--- src/sls_pkg.sv ---
// Shared types and constants for the stable length sorter.
// Depends on nothing; every other file refers to it by scoped names.
package sls_pkg;

  localparam int KEY_W         = 7;    // word length field
  localparam int TAG_W         = 6;    // arrival tag field
  localparam int ARR_W         = 7;    // arrival counter
  localparam int ARR_MAX       = 127;  // arrival counter saturates here
  localparam int RESULT_LIMIT  = 64;   // most results one set can produce
  localparam int DEF_MAX_WORDS = 64;
  localparam int DEF_MAX_LEN   = 64;

  // controller -> datapath
  typedef struct packed {
    logic insert;     // store the accepted word (dropped if the row is full)
    logic pop;        // head entry taken, shift the chain toward the head
    logic clear_set;  // end of run, reset set state
  } sls_cmd_t;

  // datapath -> controller
  typedef struct packed {
    logic final_entry;  // exactly one entry left
  } sls_status_t;

endpackage

--- src/sls_ctrl.sv ---
// Controller for the stable length sorter: fill and drain sequencing.
// Depends on sls_pkg for the command and status structs.
module sls_ctrl (
  input  logic                clk,
  input  logic                rst_n,
  input  logic                in_valid,
  input  logic                in_last_word,
  output logic                in_ready,
  output logic                out_valid,
  input  logic                out_ready,
  input  sls_pkg::sls_status_t status,
  output sls_pkg::sls_cmd_t   cmd
);

  typedef enum logic [0:0] {
    ST_FILL,
    ST_DRAIN
  } state_t;

  state_t state_r;
  logic   in_ready_r;
  logic   out_valid_r;

  logic in_xfer;
  logic out_xfer;

  assign in_xfer  = in_valid & in_ready_r;
  assign out_xfer = out_valid_r & out_ready;

  assign cmd.insert    = in_xfer;
  assign cmd.pop       = out_xfer;
  assign cmd.clear_set = out_xfer & status.final_entry;

  assign in_ready  = in_ready_r;
  assign out_valid = out_valid_r;

  always_ff @(posedge clk) begin
    if (!rst_n) begin
      state_r     <= ST_FILL;
      in_ready_r  <= 1'b1;
      out_valid_r <= 1'b0;
    end else begin
      unique case (state_r)
        ST_FILL: begin
          // a last word closes the set: stop taking input, start emitting
          if (in_xfer && in_last_word) begin
            state_r     <= ST_DRAIN;
            in_ready_r  <= 1'b0;
            out_valid_r <= 1'b1;
          end
        end
        ST_DRAIN: begin
          if (out_xfer && status.final_entry) begin
            state_r     <= ST_FILL;
            in_ready_r  <= 1'b1;
            out_valid_r <= 1'b0;
          end
        end
        default: begin
          state_r     <= ST_FILL;
          in_ready_r  <= 1'b1;
          out_valid_r <= 1'b0;
        end
      endcase
    end
  end

endmodule

--- src/sls_datapath.sv ---
// Datapath for the stable length sorter: a row of key/tag cells kept in
// descending order, set counters and the overflow flag. Depends on sls_pkg.
module sls_datapath #(
  parameter int MAX_WORDS = sls_pkg::DEF_MAX_WORDS,
  parameter int MAX_LEN   = sls_pkg::DEF_MAX_LEN
) (
  input  logic                        clk,
  input  logic                        rst_n,
  input  sls_pkg::sls_cmd_t           cmd,
  input  logic [sls_pkg::KEY_W-1:0]   in_word_length,
  output sls_pkg::sls_status_t        status,
  output logic [sls_pkg::TAG_W-1:0]   out_word_index,
  output logic [sls_pkg::KEY_W-1:0]   out_sorted_length,
  output logic                        out_last_result,
  output logic                        out_overflow
);

  localparam int CAP     = (MAX_WORDS < sls_pkg::RESULT_LIMIT) ?
                           MAX_WORDS : sls_pkg::RESULT_LIMIT;
  localparam int CNT_W   = $clog2(CAP + 1);
  localparam int LEN_TOP = (MAX_LEN < 127) ? MAX_LEN : 127;
  localparam logic [sls_pkg::KEY_W-1:0] LEN_TOP_K = sls_pkg::KEY_W'(LEN_TOP);

  logic [sls_pkg::KEY_W-1:0] key_r   [CAP];
  logic [sls_pkg::KEY_W-1:0] key_nxt [CAP];
  logic [sls_pkg::TAG_W-1:0] tag_r   [CAP];
  logic [sls_pkg::TAG_W-1:0] tag_nxt [CAP];
  logic [CNT_W-1:0]          count_r;
  logic [CNT_W-1:0]          count_nxt;
  logic [sls_pkg::ARR_W-1:0] arrival_r;
  logic [sls_pkg::ARR_W-1:0] arrival_nxt;
  logic                      dropped_r;
  logic                      dropped_nxt;

  logic [sls_pkg::KEY_W-1:0] len_c;
  logic [sls_pkg::TAG_W-1:0] new_tag;
  logic                      full;
  logic                      do_store;
  logic [CAP-1:0]            ge;

  // clamp the length into 1..LEN_TOP
  always_comb begin
    if (in_word_length == '0) begin
      len_c = sls_pkg::KEY_W'(1);
    end else if (in_word_length > LEN_TOP_K) begin
      len_c = LEN_TOP_K;
    end else begin
      len_c = in_word_length;
    end
  end

  assign new_tag  = arrival_r[sls_pkg::TAG_W-1:0];
  assign full     = (count_r == CNT_W'(CAP));
  assign do_store = cmd.insert & ~full;

  for (genvar i = 0; i < CAP; i++) begin : g_cell
    // occupied cells holding an equal or longer word stay ahead of the new one
    assign ge[i] = (CNT_W'(i) < count_r) && (key_r[i] >= len_c);

    if (i == 0) begin : g_head
      always_comb begin
        key_nxt[i] = key_r[i];
        tag_nxt[i] = tag_r[i];
        if (do_store && !ge[i]) begin
          key_nxt[i] = len_c;
          tag_nxt[i] = new_tag;
        end else if (cmd.pop) begin
          if (CAP > 1) begin
            key_nxt[i] = key_r[(CAP > 1) ? 1 : 0];
            tag_nxt[i] = tag_r[(CAP > 1) ? 1 : 0];
          end
        end
      end
    end else begin : g_body
      always_comb begin
        key_nxt[i] = key_r[i];
        tag_nxt[i] = tag_r[i];
        if (do_store && !ge[i]) begin
          if (ge[i-1]) begin
            key_nxt[i] = len_c;
            tag_nxt[i] = new_tag;
          end else begin
            // shift down to make room further up
            key_nxt[i] = key_r[i-1];
            tag_nxt[i] = tag_r[i-1];
          end
        end else if (cmd.pop && (i < CAP - 1)) begin
          key_nxt[i] = key_r[(i < CAP - 1) ? i + 1 : i];
          tag_nxt[i] = tag_r[(i < CAP - 1) ? i + 1 : i];
        end
      end
    end
  end

  always_comb begin
    count_nxt   = count_r;
    arrival_nxt = arrival_r;
    dropped_nxt = dropped_r;
    if (cmd.insert) begin
      if (full) begin
        dropped_nxt = 1'b1;
      end else begin
        count_nxt = count_r + CNT_W'(1);
      end
      if (arrival_r != sls_pkg::ARR_W'(sls_pkg::ARR_MAX)) begin
        arrival_nxt = arrival_r + sls_pkg::ARR_W'(1);
      end
    end
    if (cmd.clear_set) begin
      count_nxt   = '0;
      arrival_nxt = '0;
      dropped_nxt = 1'b0;
    end else if (cmd.pop) begin
      count_nxt = count_r - CNT_W'(1);
    end
  end

  always_ff @(posedge clk) begin
    for (int i = 0; i < CAP; i++) begin
      key_r[i] <= key_nxt[i];
      tag_r[i] <= tag_nxt[i];
    end
  end

  always_ff @(posedge clk) begin
    if (!rst_n) begin
      count_r   <= '0;
      arrival_r <= '0;
      dropped_r <= 1'b0;
    end else begin
      count_r   <= count_nxt;
      arrival_r <= arrival_nxt;
      dropped_r <= dropped_nxt;
    end
  end

  assign status.final_entry = (count_r == CNT_W'(1));

  assign out_word_index    = tag_r[0];
  assign out_sorted_length = key_r[0];
  assign out_last_result   = status.final_entry;
  assign out_overflow      = dropped_r;

endmodule

--- src/stable_length_sorter.sv ---
// Top level of the stable length sorter: controller plus cell-row datapath.
// Depends on sls_pkg, sls_ctrl and sls_datapath.
//
//   channel  direction  handshake          payload
//   in_      input      in_valid/in_ready   word_length[6:0], last_word
//   out_     output     out_valid/out_ready word_index[5:0], sorted_length[6:0],
//                                           last_result, overflow
//
// Each accepted word goes straight into its sorted place in the cell row, so one input
// transaction per cycle is taken while a set fills.
// A last word switches to emission: one result per cycle from the head cell
// while out_ready is high; in_ready is low until the run's final result is taken.
// Output stalls hold the head cell and counters; reset (rst_n, synchronous)
// clears the counters and the overflow flag, cell contents are don't-care.
module stable_length_sorter #(
  parameter int MAX_WORDS = sls_pkg::DEF_MAX_WORDS,
  parameter int MAX_LEN   = sls_pkg::DEF_MAX_LEN
) (
  input  logic                      clk,
  input  logic                      rst_n,
  input  logic                      in_valid,
  output logic                      in_ready,
  input  logic [sls_pkg::KEY_W-1:0] in_word_length,
  input  logic                      in_last_word,
  output logic                      out_valid,
  input  logic                      out_ready,
  output logic [sls_pkg::TAG_W-1:0] out_word_index,
  output logic [sls_pkg::KEY_W-1:0] out_sorted_length,
  output logic                      out_last_result,
  output logic                      out_overflow
);

  sls_pkg::sls_cmd_t    cmd;
  sls_pkg::sls_status_t status;

  sls_ctrl u_ctrl (
    .clk          (clk),
    .rst_n        (rst_n),
    .in_valid     (in_valid),
    .in_last_word (in_last_word),
    .in_ready     (in_ready),
    .out_valid    (out_valid),
    .out_ready    (out_ready),
    .status       (status),
    .cmd          (cmd)
  );

  sls_datapath #(
    .MAX_WORDS (MAX_WORDS),
    .MAX_LEN   (MAX_LEN)
  ) u_datapath (
    .clk               (clk),
    .rst_n             (rst_n),
    .cmd               (cmd),
    .in_word_length    (in_word_length),
    .status            (status),
    .out_word_index    (out_word_index),
    .out_sorted_length (out_sorted_length),
    .out_last_result   (out_last_result),
    .out_overflow      (out_overflow)
  );

endmodule
--- config.mk ---
export PLATFORM = sky130hd
export DESIGN_NAME = stable_length_sorter
export DESIGN_NICKNAME = d
export VERILOG_FILES = /design/src/sls_pkg.sv /design/src/sls_ctrl.sv /design/src/sls_datapath.sv /design/src/stable_length_sorter.sv
export SDC_FILE = /design/constraint.sdc
export NUM_CORES = 2
export LEC_CHECK = 0
export BUFFER_PORTS_ARGS = -buffer_cell sky130_fd_sc_hd__buf_4
export CORE_ASPECT_RATIO = 1.75
export CORE_MARGIN = 3
export CORE_UTILIZATION = 45
export DETAILED_ROUTE_END_ITERATION = 12
export GPL_TIMING_DRIVEN = 0
export PLACE_DENSITY_LB_ADDON = 0.2
export SLEW_MARGIN = 10
export SYNTH_ARGS = -nofsm -noshare
export SYNTH_HDL_FRONTEND = slang
export SYNTH_HIERARCHICAL = 1
export SYNTH_SLANG_ARGS = --single-unit
--- constraint.sdc ---
create_clock -name clk -period 7.25 [get_ports clk]
set_clock_uncertainty 0.05 [all_clocks]
set_input_delay 0.3625 -clock clk [delete_from_list [all_inputs] [get_ports clk]]
set_output_delay 0.3625 -clock clk [all_outputs]
set_load 0.005 [all_outputs]
# Word level (Yosys, flattened, before mapping)
# Memory sizes are Yosys's and may differ from the RTL's.
# Cells that the tools add are included.
# Widths: inputs -> output; s select.
# op_classes
div	0
shifts	0
bitwise	7
n_mux	394
n_addsub	3
n_lt_le_gt_ge	129
n_reduce_logical	201
eq_ne	6
mul	0
# op_table
cell	n
$mux 7	195
$mux 6	190
$ge 7x7->1	64
$lt 6x7->1 const A	32
$logic_and 1x1->1	130
$lt 5x7->1 const A	16
$logic_not 1->1	64
$lt 4x7->1 const A	8
$lt 3x7->1 const A	4
$add 7x1->7 const B	2
$lt 1x7->1 const A	2
$lt 2x7->1 const A	2
$reduce_and 2->1	4
$eq 7x1->1 const B	1
$eq 7x7->1 const B	1
$gt 7x7->1 const B	1
$logic_not 7->1	1
$ne 7x7->1 const B	1
$sub 7x1->7 const B	1
$mux 1	6
$pmux 1 s2	3
$and 1x1->1	4
$ne 2x2->1 const B	2
$not 1->1	3
other kinds (3)	3
# word_totals
out_inout_bits	17
rom_bits	0
latch_bits	0
n_memories	2
wordCells	748
ram_bits	832
register_bits	18
# mem_list
name	depth	width	rd	rd_clocked_by_memory_dff	wr	line_no	text
u_datapath.key_r	64	7	64	0	64	sls_datapath.sv:24	logic [sls_pkg::KEY_W-1:0] key_r [CAP];
u_datapath.tag_r	64	6	64	0	64	sls_datapath.sv:26	logic [sls_pkg::TAG_W-1:0] tag_r [CAP];

# Logic depth before layout (Yosys ltp)
# logic_depth
depth_word	8
mapped_depth	14

# Hierarchy
# The synthesis kept the hierarchy.
# by_module_without_submodules
module	cells_per_inst	n_inst	seq_area_each_um2	area_per_inst_um2
sls_datapath	5034	1	25284.2	54451.0
sls_ctrl	16	1	60.1	146.4

# Least setup slack after synthesis
# No wires, ideal clock.
# synth_timing
path_kind	input port to flip-flop
start	input port in_word_length[1] (netlist name)
end	memory u_datapath/key_r[1][217] (netlist name), enable pin
setup_ps	421
slack_ps	1692
arrival_time_ps	5086
cell_stages	12
cell_sequence	nor3_1 a21oi_1 nor2_1 clkbuf_1 clkbuf_1 ha_1 nand2b_1 a21oi_1 nor2b_1 o21ai_0 a21oi_1 o41ai_1
# synth_rtl
element	line_no	text
start, declared	stable_length_sorter.sv:23	input logic [sls_pkg::KEY_W-1:0] in_word_length,
end, declared	sls_datapath.sv:24	

==> reports/qor.txt <==
worst slew pin tran - 1.463 ns
Core Rows - 168
Synth Area in XOR/XNOR - 0.1765%
post-synthesis simple-gate area fraction - 9.678%
GRT overflow - 0
CTS resizes - 0
first-pass GRT wire length - 291800 µm
later-pin clock latency in the skew report - 0.70 ns
max-slew violations - 0
Syn Area/Cell - 10.81 µm²
CP max FO - 32
Synth area leaders - edfxtp_1 46%, mux2i_1 14%, ha_1 10%, a21oi_1 5.6%, nor2_1 3.9%
Detail Route Antenna Nets - 0
worst reg2reg setup slack - 3.38 ns
core area - 120000 µm²
register area share after synthesis - 46.42%
CTS tree - done
post-synthesis mux area share - 15.79%
combinational family with the most area after synthesis - multiplexers
Buffers on Ports - 28
Routed WL per cell - 29.93 µm
Primary FF master, synth - edfxtp_1
status - finished, violations left
Setup CP Type - input port to flip-flop
crit end category - flip-flop
sequential cell fraction of total power - 45.3%
largest net degree at the start of global routing - 46
reg2reg start - u_datapath/count_r[1]
largest area contributor in the netlist - edfxtp_1
area grow syn2layout - 10.30%
fill cell total of the finished layout - 11.01k
Vias per Instance - 6.192
failing checks - max-capacitance violations
Overall Power - 16.82 mW
clk root buf - clkbuf_16
Die W - 269.3 µm
CTS Sinks - 850
Mapped Cells - 5050
Fin. Hold Viols - 0
nets - 5656
die extent in y - 466.8 µm
Relative slew margins - 1.438%
antenna violations before repair - 9
DRC viols - 0
Mapped Area - 54600 µm²
DRT iter0 DRCs - 3950
WL final - 206200 µm
area of the multi-input gates - 27070 µm²
HPWL Detailed - 155000 µm
Sw Ratio - 34.15%
#FFs+latches synth - 850
Hold Crit Endpoint - u_ctrl/state_r
achievable clock frequency - 0.1975 GHz
leak pwr - 26.04 nW
1st-pass router iterations - 6
Logic pwr share - 27.3%
clk slew on worst S/H paths - 0.06 ns
worst vdd ir - 0.0001634 V
unrepaired setup endpoints after global routing - false
NetSw - 5.743 mW
setup TNS - 0 ns
Final Wtd Congestion - 0.9610
Hold Path Depth - 3
pwr dens - 279.3 nW/µm²
period utilization - 69.85%
CP Data Required Time - 7.62 ns
Post-synth EDFFs - 832
Yosys top cell area share - 45.76%
Hold Startpoint - out_ready
vias post-DR - 42.65k
Critical Path AT - 5.43 ns
Worst Reg-to-Reg Cells - 12
share of flip-flops with an asynchronous set or reset - 0%
GRT Overall Usage - 31.82%
# Max-Cap Violations - 1
fin crit period - 5.064 ns
reg2reg end - u_datapath/tag_r[1][191]
die area - 125700 µm²
total CTS buffers - 87
min-delay worst type - input port to flip-flop
number of distinct library cells after synthesis - 83
compound-gate portion of the synthesized area - 13.56%
synth warn - 6
sequential standard cell area - 25340 µm²
Syn Nets - 5514
final setup fails - 0
Initial Util - 45.49%
vias in the first global route - 43.25k
Clock power frac - 27.4%
Post-Synth Adder-Cell Area - 10.36%
share of cells above drive strength 1 - 12.16%
type of origin of the critical path - input port
internal power - 11.07 mW
htree depth - 3
I/O pin total - 29
CTS Buffer Depth - 3
[synthesized netlist by cell type (6+ instances only)]
cell type / instances
edfxtp_1: 832
mux2i_1: 783
a21oi_1: 613
nor2_1: 566
ha_1: 452
nand2_1: 332
o21ai_0: 323
buf_2: 124
clkbuf_1: 117
inv_1: 89
nand2b_1: 71
buf_4: 69
a31oi_1: 62
mux2_2: 55
a21o_1: 52
or2_2: 41
nand4_1: 40
o21ai_1: 40
and3_1: 26
nor2b_1: 26
a21oi_2: 23
buf_6: 23
a21oi_4: 22
a211o_1: 18
dfxtp_1: 18
nor2_2: 15
nor3_1: 15
nand3_1: 14
mux2_1: 13
o211ai_1: 12
o21ai_2: 11
o2111ai_1: 10
o21a_1: 10
a211oi_1: 9
a221o_1: 9
nand2_2: 9
nor4_1: 8
a2111oi_0: 7
a311o_1: 7
and2_1: 7
o21bai_1: 7
xnor2_1: 6
[state kept, by name (all words and copies together) (netlist names)]
signal / flops
u_ctrl/in_ready: 1
u_ctrl/out_valid: 1
u_ctrl/state_r: 1
u_datapath/arrival_r: 7
u_datapath/count_r: 7
u_datapath/key_r: 448
u_datapath/out_overflow: 1
u_datapath/tag_r: 384
[final cells by class]
type / instances / share of cell area, %
diodes: 11 / 0.04571
plain buffers: 336 / 3.187
clock buffers: 116 / 3.989
clock inverters: 43 / 0.6545
inverters: 89 / 0.5797
multi-input cells: 3775 / 44.95
flip-flops and latches: 850 / 42.09
well taps: 1615 / 3.356
repair buffers: 53 / 1.153
[how the worst max path moves through the flow]
stage                      startpoint  slack [ns]                       end
floorplan           in_word_length[1]        1.69  u_datapath/key_r[1][217]
global route        in_word_length[1]        2.07  u_datapath/tag_r[0][184]
global placement    in_word_length[1]       -2.76  u_datapath/tag_r[1][188]
CTS                 in_word_length[1]        2.24  u_datapath/tag_r[0][184]
finish              in_word_length[1]        2.19  u_datapath/tag_r[0][184]
detailed placement  in_word_length[1]        1.52  u_datapath/tag_r[0][181]
[power by group through the flow]
stage	registers [mW]	clock network, mW	logic, mW
final	7.61	4.61	4.59
after global routing	7.66	4.84	5.02
after CTS	7.58	4.66	4.52
after detailed placement	7.68	0	4.49
after global placement	7.66	0	4.31
after floorplan	7.20	0	3.23
[worst max-delay path: stages]
cell and delay (ns):
buf_4 0.11, nor3_1 0.17, a21oi_1 0.09, nor2_1 0.31
clkbuf_1 0.76, clkbuf_4 0.51, buf_16 0.26, buf_12 0.24
ha_1 0.29, nand2b_1 0.15, a2111oi_0 0.60, o21ai_0 0.36
nand2_2 0.23, buf_6 0.19, mux2_2 0.36, mux2_2 0.27
[cell families (layout without fill, tap and decap cells)]
logic type | Yosys count | in the layout
buf+inv | 425 | 637
fa+ha+maj | 452 | 452
other cells | 0 | 11
mux | 852 | 852
compound gates | 1265 | 1265
simple gates | 1195 | 1195
xor+xnor | 11 | 11
flops | 850 | 850
[timing repair]
item	4_1_cts	5_1_grt
hold buffers	5	0
setup endpoints to repair	0	0
buffers inserted	0	0
hold endpoints to repair	3	0
[cell usage in the layout, fill, tap and decap left out, types with 71 or more instances in the layout]
master     Yosys  routed
mux2i_1      783     783
clkbuf_1     117      94
buf_2        124     124
o21ai_0      323     321
nand2_1      332     332
clkbuf_16      0      92
inv_1         89      83
buf_4         69      99
nor2_1       566     566
ha_1         452     452
edfxtp_1     832     832
nand2b_1      71      71
a21oi_1      613     613
[through the flow]
stage	worst slack, ns	hold slack [ns]	cells	cell area, µm²	utilization (%)
finish	2.186	0.07359	6888	60220	50.17
global route	2.071	0.07416	6880	60200	50.16
CTS	2.240	0.02096	6877	60190	50.15
detailed placement	1.522	0.4075	6713	57340	47.78
global placement	-2.764	0.4006	6693	56830	47.35
floorplan	1.692	0.3871	5050	54600	-
[routing by layer]
metal	GRT usage (%)	wire length (µm)	share of wire [%]
met5	0	26	0.013
met4	27.93	20920	10
met3	5.965	14150	6.9
met2	56.33	101700	49
met1	32.01	69320	34
Note: power is estimated with default switching activity, not from simulation.
